[src/rtl/status_frame_checker_core_defines.svh]
// Assertion macros for the status frame checker RTL.
// No dependencies; included by status_frame_checker_core.sv.
`ifndef STATUS_FRAME_CHECKER_CORE_DEFINES_SVH
`define STATUS_FRAME_CHECKER_CORE_DEFINES_SVH

`ifndef SYNTH
// same-cycle implication
`define SFC_ASSERT_NOW(label, clk, rst, ante, cons, msg) \
   label: assert property (@(posedge clk) disable iff (rst) (ante) |-> (cons)) \
      else $error(msg);
// next-cycle implication
`define SFC_ASSERT_NEXT(label, clk, rst, ante, cons, msg) \
   label: assert property (@(posedge clk) disable iff (rst) (ante) |=> (cons)) \
      else $error(msg);
`else
`define SFC_ASSERT_NOW(label, clk, rst, ante, cons, msg)
`define SFC_ASSERT_NEXT(label, clk, rst, ante, cons, msg)
`endif

`endif

[src/rtl/sfc_pkg.sv]
// Shared types, codes and the CRC-16/CCITT-FALSE byte update for the
// status frame checker. No dependencies.
package sfc_pkg;

   localparam logic [15:0] CRC_INIT = 16'hFFFF;
   localparam logic [15:0] CRC_POLY = 16'h1021;

   // frame byte offsets
   localparam logic [3:0] POS_HDR0  = 4'd0;
   localparam logic [3:0] POS_HDR1  = 4'd1;
   localparam logic [3:0] POS_TYPE  = 4'd2;
   localparam logic [3:0] POS_STATE = 4'd3;
   localparam logic [3:0] POS_ERROR = 4'd4;
   localparam logic [3:0] POS_CRCL  = 4'd5;
   localparam logic [3:0] POS_CRCH  = 4'd6;
   localparam logic [3:0] POS_TAIL0 = 4'd7;
   localparam logic [3:0] POS_TAIL1 = 4'd8;

   typedef enum logic [1:0] {
      CAUSE_NONE    = 2'd0,
      CAUSE_FRAMING = 2'd1,
      CAUSE_CRC     = 2'd2
   } cause_type;

   typedef enum logic [2:0] {
      REG_HEADER0 = 3'd0,
      REG_HEADER1 = 3'd1,
      REG_TYPE    = 3'd2,
      REG_TAIL0   = 3'd3,
      REG_TAIL1   = 3'd4
   } reg_index_type;

   // one byte of CRC-16/CCITT-FALSE, MSB first
   function automatic logic [15:0] crc16_byte(input logic [15:0] crc, input logic [7:0] b);
      logic [15:0] c;
      c = crc ^ {b, 8'h00};
      for (int k = 0; k < 8; k++) begin
         if (c[15]) begin
            c = {c[14:0], 1'b0} ^ CRC_POLY;
         end else begin
            c = {c[14:0], 1'b0};
         end
      end
      return c;
   endfunction

endpackage

[src/rtl/status_frame_checker_core.sv]
// Status frame checker top level: input stage, frame tracking, CRC check,
// result register and CSR block. Uses sfc_pkg and the assertion macros.
//
// Usage:
//  - req channel: one received byte per transfer. req_tdata = rx_byte,
//    req_tuser = frame_start (1 forces this byte to be frame offset 0 and
//    drops any partial frame).
//  - Frames are 9 bytes: header0, header1, type, state, error, CRC low,
//    CRC high, tail0, tail1. Without frame_start the offset free-runs 0..8.
//  - rsp channel: one transfer per completed frame, after the tail1 byte.
//    rsp_tuser = {fail_cause, frame_ok}; rsp_tdata = {ctrl_error, ctrl_state},
//    both zero on a failed frame. Framing mismatch outranks CRC mismatch.
//  - Timing: a byte is registered in the input register on accept and is
//    processed from there; a frame's result is held in the result register.
//  - Throughput: one byte per cycle but for tail1 stalls; the CRC byte update
//    is a single 8-step unrolled XOR network between input and state registers.
//  - Stalls: bytes that close no frame keep flowing while rsp is stalled;
//    a tail1 byte waits in the input register until the result register
//    frees, which then holds req_tready low.
//  - Reset (synchronous): pipeline empty, offset 0, CRC 0xFFFF, all CSRs 0.
//  - CSRs (APB, 4-byte spacing): header0, header1, type, tail0, tail1.
//    Write only while no frame is in progress.
`include "status_frame_checker_core_defines.svh"

module status_frame_checker_core
   import sfc_pkg::*;
(
   input  logic        clock,
   input  logic        reset,
   // byte input
   input  logic        req_tvalid,
   output logic        req_tready,
   input  logic [7:0]  req_tdata,     // [7:0] rx_byte
   input  logic        req_tuser,     // [0] frame_start
   // frame result
   output logic        rsp_tvalid,
   input  logic        rsp_tready,
   output logic [15:0] rsp_tdata,     // [7:0] ctrl_state, [15:8] ctrl_error
   output logic [2:0]  rsp_tuser,     // [0] frame_ok, [2:1] fail_cause
   // CSR port
   input  logic        csr_psel,
   input  logic        csr_penable,
   input  logic        csr_pwrite,
   input  logic [4:0]  csr_paddr,
   input  logic [31:0] csr_pwdata,
   output logic [31:0] csr_prdata,
   output logic        csr_pready
);

   // ---------------- CSRs ----------------
   logic [7:0] hdr0_ff, hdr0_in;
   logic [7:0] hdr1_ff, hdr1_in;
   logic [7:0] type_ff, type_in;
   logic [7:0] tail0_ff, tail0_in;
   logic [7:0] tail1_ff, tail1_in;
   logic       csr_wr;
   reg_index_type csr_idx;

   assign csr_pready = 1'b1;
   assign csr_wr     = csr_psel & csr_penable & csr_pwrite & csr_pready;
   assign csr_idx    = reg_index_type'(csr_paddr[4:2]);

   always_comb begin
      hdr0_in  = hdr0_ff;
      hdr1_in  = hdr1_ff;
      type_in  = type_ff;
      tail0_in = tail0_ff;
      tail1_in = tail1_ff;
      if (csr_wr) begin
         case (csr_idx)
            REG_HEADER0: hdr0_in  = csr_pwdata[7:0];
            REG_HEADER1: hdr1_in  = csr_pwdata[7:0];
            REG_TYPE:    type_in  = csr_pwdata[7:0];
            REG_TAIL0:   tail0_in = csr_pwdata[7:0];
            REG_TAIL1:   tail1_in = csr_pwdata[7:0];
            default:     ;  // unmapped, ignored
         endcase
      end
   end

   always_comb begin
      case (csr_idx)
         REG_HEADER0: csr_prdata = {24'h0, hdr0_ff};
         REG_HEADER1: csr_prdata = {24'h0, hdr1_ff};
         REG_TYPE:    csr_prdata = {24'h0, type_ff};
         REG_TAIL0:   csr_prdata = {24'h0, tail0_ff};
         REG_TAIL1:   csr_prdata = {24'h0, tail1_ff};
         default:     csr_prdata = 32'h0;
      endcase
   end

   // ---------------- input stage ----------------
   logic       s1_valid_ff, s1_valid_in;
   logic [7:0] s1_byte_ff;
   logic       s1_start_ff;
   logic       req_xfer;
   logic       s1_fire;
   logic       s1_last;
   logic       out_free;

   assign req_xfer    = req_tvalid & req_tready;
   assign out_free    = ~rsp_tvalid | rsp_tready;
   // a byte that closes a frame needs room in the result register
   assign s1_fire     = s1_valid_ff & (~s1_last | out_free);
   assign req_tready  = ~s1_valid_ff | s1_fire;
   assign s1_valid_in = req_xfer ? 1'b1 : (s1_fire ? 1'b0 : s1_valid_ff);

   // ---------------- frame tracking ----------------
   logic [3:0]  pos_ff, pos_in, pos_eff;
   logic [15:0] crc_ff, crc_in, crc_base;
   logic        good_ff, good_in, good_base;
   logic [15:0] rcrc_ff, rcrc_in, rcrc_base;
   logic [7:0]  state_ff, state_in;
   logic [7:0]  error_ff, error_in;
   logic [15:0] crc_next;
   cause_type   cause;

   assign pos_eff   = (s1_start_ff || pos_ff > POS_TAIL1) ? POS_HDR0 : pos_ff;
   assign s1_last   = (pos_eff == POS_TAIL1);
   assign crc_base  = (pos_eff == POS_HDR0) ? CRC_INIT : crc_ff;
   assign good_base = (pos_eff == POS_HDR0) ? 1'b1 : good_ff;
   assign rcrc_base = (pos_eff == POS_HDR0) ? 16'h0 : rcrc_ff;
   assign crc_next  = crc16_byte(crc_base, s1_byte_ff);

   always_comb begin
      crc_in   = crc_base;
      good_in  = good_base;
      rcrc_in  = rcrc_base;
      state_in = state_ff;
      error_in = error_ff;
      case (pos_eff)
         POS_HDR0:  good_in = good_base & (s1_byte_ff == hdr0_ff);
         POS_HDR1:  good_in = good_base & (s1_byte_ff == hdr1_ff);
         POS_TYPE: begin
            good_in = good_base & (s1_byte_ff == type_ff);
            crc_in  = crc_next;
         end
         POS_STATE: begin
            state_in = s1_byte_ff;
            crc_in   = crc_next;
         end
         POS_ERROR: begin
            error_in = s1_byte_ff;
            crc_in   = crc_next;
         end
         POS_CRCL:  rcrc_in = {rcrc_base[15:8], s1_byte_ff};
         POS_CRCH:  rcrc_in = {s1_byte_ff, rcrc_base[7:0]};
         POS_TAIL0: good_in = good_base & (s1_byte_ff == tail0_ff);
         POS_TAIL1: good_in = good_base & (s1_byte_ff == tail1_ff);
         default:   ;  // offset is always folded into 0..8
      endcase
      pos_in = s1_last ? POS_HDR0 : pos_eff + 4'd1;
      // the frame closes: restart for the next one
      if (s1_last) begin
         crc_in  = CRC_INIT;
         good_in = 1'b1;
      end
   end

   // verdict for the closing byte (good_in/crc_in before restart above)
   logic good_final;
   assign good_final = good_base & (s1_byte_ff == tail1_ff);

   always_comb begin
      if (!good_final) begin
         cause = CAUSE_FRAMING;
      end else if (rcrc_base != crc_ff) begin
         cause = CAUSE_CRC;
      end else begin
         cause = CAUSE_NONE;
      end
   end

   // ---------------- result register ----------------
   logic       rsp_valid_ff, rsp_valid_in;
   logic       rsp_ok_ff;
   cause_type  rsp_cause_ff;
   logic [7:0] rsp_state_ff;
   logic [7:0] rsp_error_ff;
   logic       rsp_load;

   assign rsp_load     = s1_fire & s1_last;
   assign rsp_valid_in = rsp_load ? 1'b1 : (rsp_tready ? 1'b0 : rsp_valid_ff);

   assign rsp_tvalid = rsp_valid_ff;
   assign rsp_tuser  = {rsp_cause_ff, rsp_ok_ff};
   assign rsp_tdata  = {rsp_error_ff, rsp_state_ff};

   // ---------------- registers ----------------
   always_ff @(posedge clock) begin
      if (reset) begin
         hdr0_ff      <= 8'h0;
         hdr1_ff      <= 8'h0;
         type_ff      <= 8'h0;
         tail0_ff     <= 8'h0;
         tail1_ff     <= 8'h0;
         s1_valid_ff  <= 1'b0;
         rsp_valid_ff <= 1'b0;
         pos_ff       <= POS_HDR0;
         crc_ff       <= CRC_INIT;
         good_ff      <= 1'b1;
      end else begin
         hdr0_ff      <= hdr0_in;
         hdr1_ff      <= hdr1_in;
         type_ff      <= type_in;
         tail0_ff     <= tail0_in;
         tail1_ff     <= tail1_in;
         s1_valid_ff  <= s1_valid_in;
         rsp_valid_ff <= rsp_valid_in;
         if (s1_fire) begin
            pos_ff  <= pos_in;
            crc_ff  <= crc_in;
            good_ff <= good_in;
         end
      end
   end

   // payload, no reset
   always_ff @(posedge clock) begin
      if (req_xfer) begin
         s1_byte_ff  <= req_tdata;
         s1_start_ff <= req_tuser;
      end
      if (s1_fire) begin
         rcrc_ff  <= rcrc_in;
         state_ff <= state_in;
         error_ff <= error_in;
      end
      if (rsp_load) begin
         rsp_ok_ff    <= (cause == CAUSE_NONE);
         rsp_cause_ff <= cause;
         rsp_state_ff <= (cause == CAUSE_NONE) ? state_ff : 8'h0;
         rsp_error_ff <= (cause == CAUSE_NONE) ? error_ff : 8'h0;
      end
   end

   // ---------------- assertions ----------------
   logic frame_restarted;   // tracker back at a clean frame start
   logic rsp_ok_agrees;     // frame_ok set exactly when there is no cause
   logic rsp_fail_clean;    // failed frame carries zero state/error
   assign frame_restarted = (pos_ff == POS_HDR0) && good_ff && (crc_ff == CRC_INIT);
   assign rsp_ok_agrees   = (rsp_ok_ff == (rsp_cause_ff == CAUSE_NONE));
   assign rsp_fail_clean  = rsp_ok_ff || ((rsp_state_ff == 8'h0) && (rsp_error_ff == 8'h0));

   `SFC_ASSERT_NOW(a_pos_range, clock, reset, 1'b1, pos_ff <= POS_TAIL1, "offset out of range")
   `SFC_ASSERT_NEXT(a_pos_wrap, clock, reset, rsp_load, frame_restarted, "frame not restarted")
   `SFC_ASSERT_NOW(a_ok_cause, clock, reset, rsp_valid_ff, rsp_ok_agrees, "frame_ok vs cause")
   `SFC_ASSERT_NOW(a_fail_zero, clock, reset, rsp_valid_ff, rsp_fail_clean, "fail with payload")

endmodule

[config.mk]
export PLATFORM = sky130hd
export DESIGN_NAME = status_frame_checker_core
export DESIGN_NICKNAME = d
export VERILOG_FILES = /design/src/rtl/sfc_pkg.sv /design/src/rtl/status_frame_checker_core.sv
export VERILOG_INCLUDE_DIRS = /design/src /design/src/rtl
export SDC_FILE = /design/constraint.sdc
export NUM_CORES = 1
export LEC_CHECK = 0
export BUFFER_PORTS_ARGS = -buffer_cell sky130_fd_sc_hd__buf_2
export CORE_ASPECT_RATIO = 1.4
export CORE_MARGIN = 2
export CORE_UTILIZATION = 54
export CTS_CLUSTER_DIAMETER = 150
export DETAILED_ROUTE_END_ITERATION = 12
export PLACE_DENSITY = 0.77
export SLEW_MARGIN = 0
export SYNTH_ARGS = -nofsm -noshare
export SYNTH_HDL_FRONTEND = slang
export SYNTH_SLANG_ARGS = --single-unit
[constraint.sdc]
create_clock -name clock -period 3.5 [get_ports clock]
set_input_delay 0.525 -clock clock [delete_from_list [all_inputs] [get_ports clock]]
set_output_delay 0.525 -clock clock [all_outputs]
set_load 0.01 [all_outputs]
==> flow_summary.ini <==
[die]
die_w_um = 95.9
core_area_sq_um = 11700
boundaryPins = 107
die_area_sq_um = 12700
dieHeight_um = 133
initial_core_util_pct = 54.6
row_count = 47

[timing]
tightest_slew_ns = 1.00
finClkSkew_ns = 0.00765
finalMaxSlewViolations = 0
rsz0062_at_grt = no
maxSlewHeadroom_pct = 33.0
timing.final.crit_share_pct = 91.6
final.setup.tns_ns = 0
final_hold_viol_count = 0
setup-violations-final = 0
hold_ws_ns = 0.287
fin_crit_ns = 3.21
setup_slack_ns = 0.293
max_clock_freq_mhz = 312

[power]
power_frac_seq_pct = 45.2
p_int_uw = 2610
power.total_uw = 3470
p_sw_uw = 860
power_density_nw_per_um2 = 479
p_sw_share_pct = 24.8
comb_power_share_pct = 7.2
p_leak_uw = 0.00258
clockPowerShare_pct = 47.6
ir_drop_v = 0.000357

[clock_tree]
cts_buffers = 17
clock_sinks = 123
cts_resized = 0
htreeDepth = 4
cts_setup_buffers = 0
clock_latency_ns = 0.41
cts_root_buffer = clkbuf_16
holdBufCountCts = 0
clk_pin_slew_ns = 0.06
clk_path_buf_depth = 2
cts_tree = yes

[logic_synthesis]
synth_common_cells = nor2_1, dfxtp_1, edfxtp_1
yosysTopAreaCell = edfxtp_1
synth_area_per_cell_sq_um = 10.1
dominantRegCellSynth = dfxtp_1
synth_top_area_share_pct = 28.2
ys_seq_area_share_pct = 48.0
yosysWarnings = 0
synthCells = 632
synthTopCellsByArea = edfxtp_1, dfxtp_1, mux2i_1, xnor2_1, nor2_1
synthArstFlopShare_pct = 0
syn-cell-area_sq_um = 6390
synth_cell_types = 54
synthMostInstantiatedCell = nor2_1
ys_seq_elements = 123
synth_edf_count = 60

[detailed_routing]
detail-route-antenna-nets = 0
via_per_inst = 5.98
routedWlPerCell_um = 17.9
vias = 5000
dr.pass1.iters = 6
drt-total-wl_um = 14900
drt_drc_violations_left = 0
drt_iter0_drc = 453

[place]
place_hpwl_um = 10600
gp_congestion = 0.881
dp_slack_ns = 0.385
portBuffers = 55

[worst_setup_path]
path_cells = o31a_1 -> nor2_1 -> and2_1 -> ha_1 -> nand2b_1 -> o211ai_1 -> a221oi_1 -> xor2_1 -> nand4_1 -> o31ai_1
worstPathArrival_ns = 3.53
critPathMaxFanout = 16
path_class = flip-flop to flip-flop
required_ns = 3.83
cpMaxStageDelayCell = a221oi_1
worst_setup_path_end_kind = flip-flop
critPathLaunchType = flip-flop
crit_path_max_incr_delay_ns = 0.62

[global_route]
overflow = 0
grt_use_total_pct = 24.5
grt_pass1_vias = 4853
grt_max_degree = 46
grt_first_pass_wirelength_um = 23900
antenna_found_initial = 0

[finish]
fin_util_pct = 62.0
fillers = 936
area_growth_pct = 13.6
regArea_sq_um = 3060
layout-drive-gt1-share_pct = 17.3
antenna_cells = 0
final_nets = 730
multi_input_area_sq_um = 2990

[job]
cap_violations = 0

[status]
status = finished, final reports clean

[min_path]
hp-class = primary input to flip-flop
[logic make-up (layout without fill, tap and decap cells)]
logic type,after synthesis,after routing,synth area share [%]
AO/OA/AOI/OAI,107,107,11.7
XOR/XNOR,60,60,8.23
adder cells (fa/ha/maj),1,1,0.196
buffers and inverters,79,113,6.70
flip-flops,123,123,48.0
multiplexers,56,56,8.97
other,2,25,0.118
AND/OR/NAND/NOR,204,204,16.2
[path summary, 6_finish.rpt]
path | cells after the start | startpoint | end | slack, ns
worst max-delay path | 10 | pos_ff[1] | good_ff | 0.29
worst min-delay path | 1 | req_tdata[4] | s1_byte_ff[4] | 0.29
worst max register to register | 10 | pos_ff[1] | good_ff | 0.29
worst min register to register | 1 | error_ff[4] | rsp_error_ff[4] | 0.52
[power groups by stage]
stage	registers [uW]	clock network, uW	logic [uW]
6_report	1570	1650	249
5_1_grt	1570	1730	268
4_1_cts	1570	1670	246
3_5_place_dp	1600	0	245
3_3_place_gp	1600	0	237
2_1_floorplan	1570	0	207
[cell type report]
type	count	area share, %
Timing Repair Buffer	76	5.97
Multi-Input combinational cell	453	41.3
Tap cell	147	2.53
Sequential cell	123	42.2
Clock inverter	14	1.85
Inverter	5	0.259
Clock buffer	18	5.91
[worst max-delay path: cells and delay by family, from the launching register on]
| kind | cells | cell delay [ns] |
|---|---|---|
| flops | 1 | 0.48 |
| xor+xnor | 1 | 0.19 |
| fa+ha+maj | 1 | 0.27 |
| simple gates | 4 | 0.64 |
| compound gates | 4 | 1.52 |
[sequential cells by signal, summed over array words and instances (netlist names)]
signal and cells:
s1_start_ff 1, rsp_tvalid 1, error_ff 8, hdr1_ff 8, tail0_ff 8, rsp_cause_ff 2
s1_valid_ff 1, type_ff 8, crc_ff 16, rcrc_ff 16, rsp_error_ff 8, s1_byte_ff 8
good_ff 1, pos_ff 4, rsp_state_ff 8, state_ff 8, rsp_ok_ff 1, tail1_ff 8
hdr0_ff 8
[through the flow]
step                instance area [sq um]  std cells
finish                               7260        836
global route                         7260        836
CTS                                  7260        836
detailed placement                   6690        804
global placement                     6690        804
floorplan                            6470        655
[routing by layer]
metal  global-route usage [%]  wire length [um]  vias up
met5                        0                 0        -
met3                     5.01              1010       58
li1                         -                 -     2313
met1                     28.7              5720     2369
met2                     41.8              7640      260
met4                     11.7               572        0
[cell usage in the layout (no fill, tap or decap), types with 2 or more instances in the layout]
master      netlist  final
edfxtp_1         60     60
nor4bb_1         10     10
nand3_1           2      2
xnor2_1          37     37
xor2_1           23     23
a31oi_1          11     11
or3_1             2      2
nor3_1            6      5
clkbuf_16         0     17
nand2_1          43     43
nor3_2            2      3
nand4_1           4      4
a32o_1            8      8
o211ai_1          3      3
buf_4            27     21
buf_2             6     55
o32ai_1           8      8
nor3b_1           2      2
nor4_1           12     12
a2bb2oi_1         6      6
a221oi_1          5      5
inv_6             0      6
and2_1           18     18
conb_1            2     25
o21ai_0          20     20
a21oi_1          19     19
dfxtp_1          63     63
clkinvlp_4        0      3
o22ai_1          16     16
nand2b_1         10     10
nor2b_1           3      3
mux2i_1          55     55
nor2_1           83     83
inv_1             4      4
No activity file was read; power rests on OpenSTA's default activity.
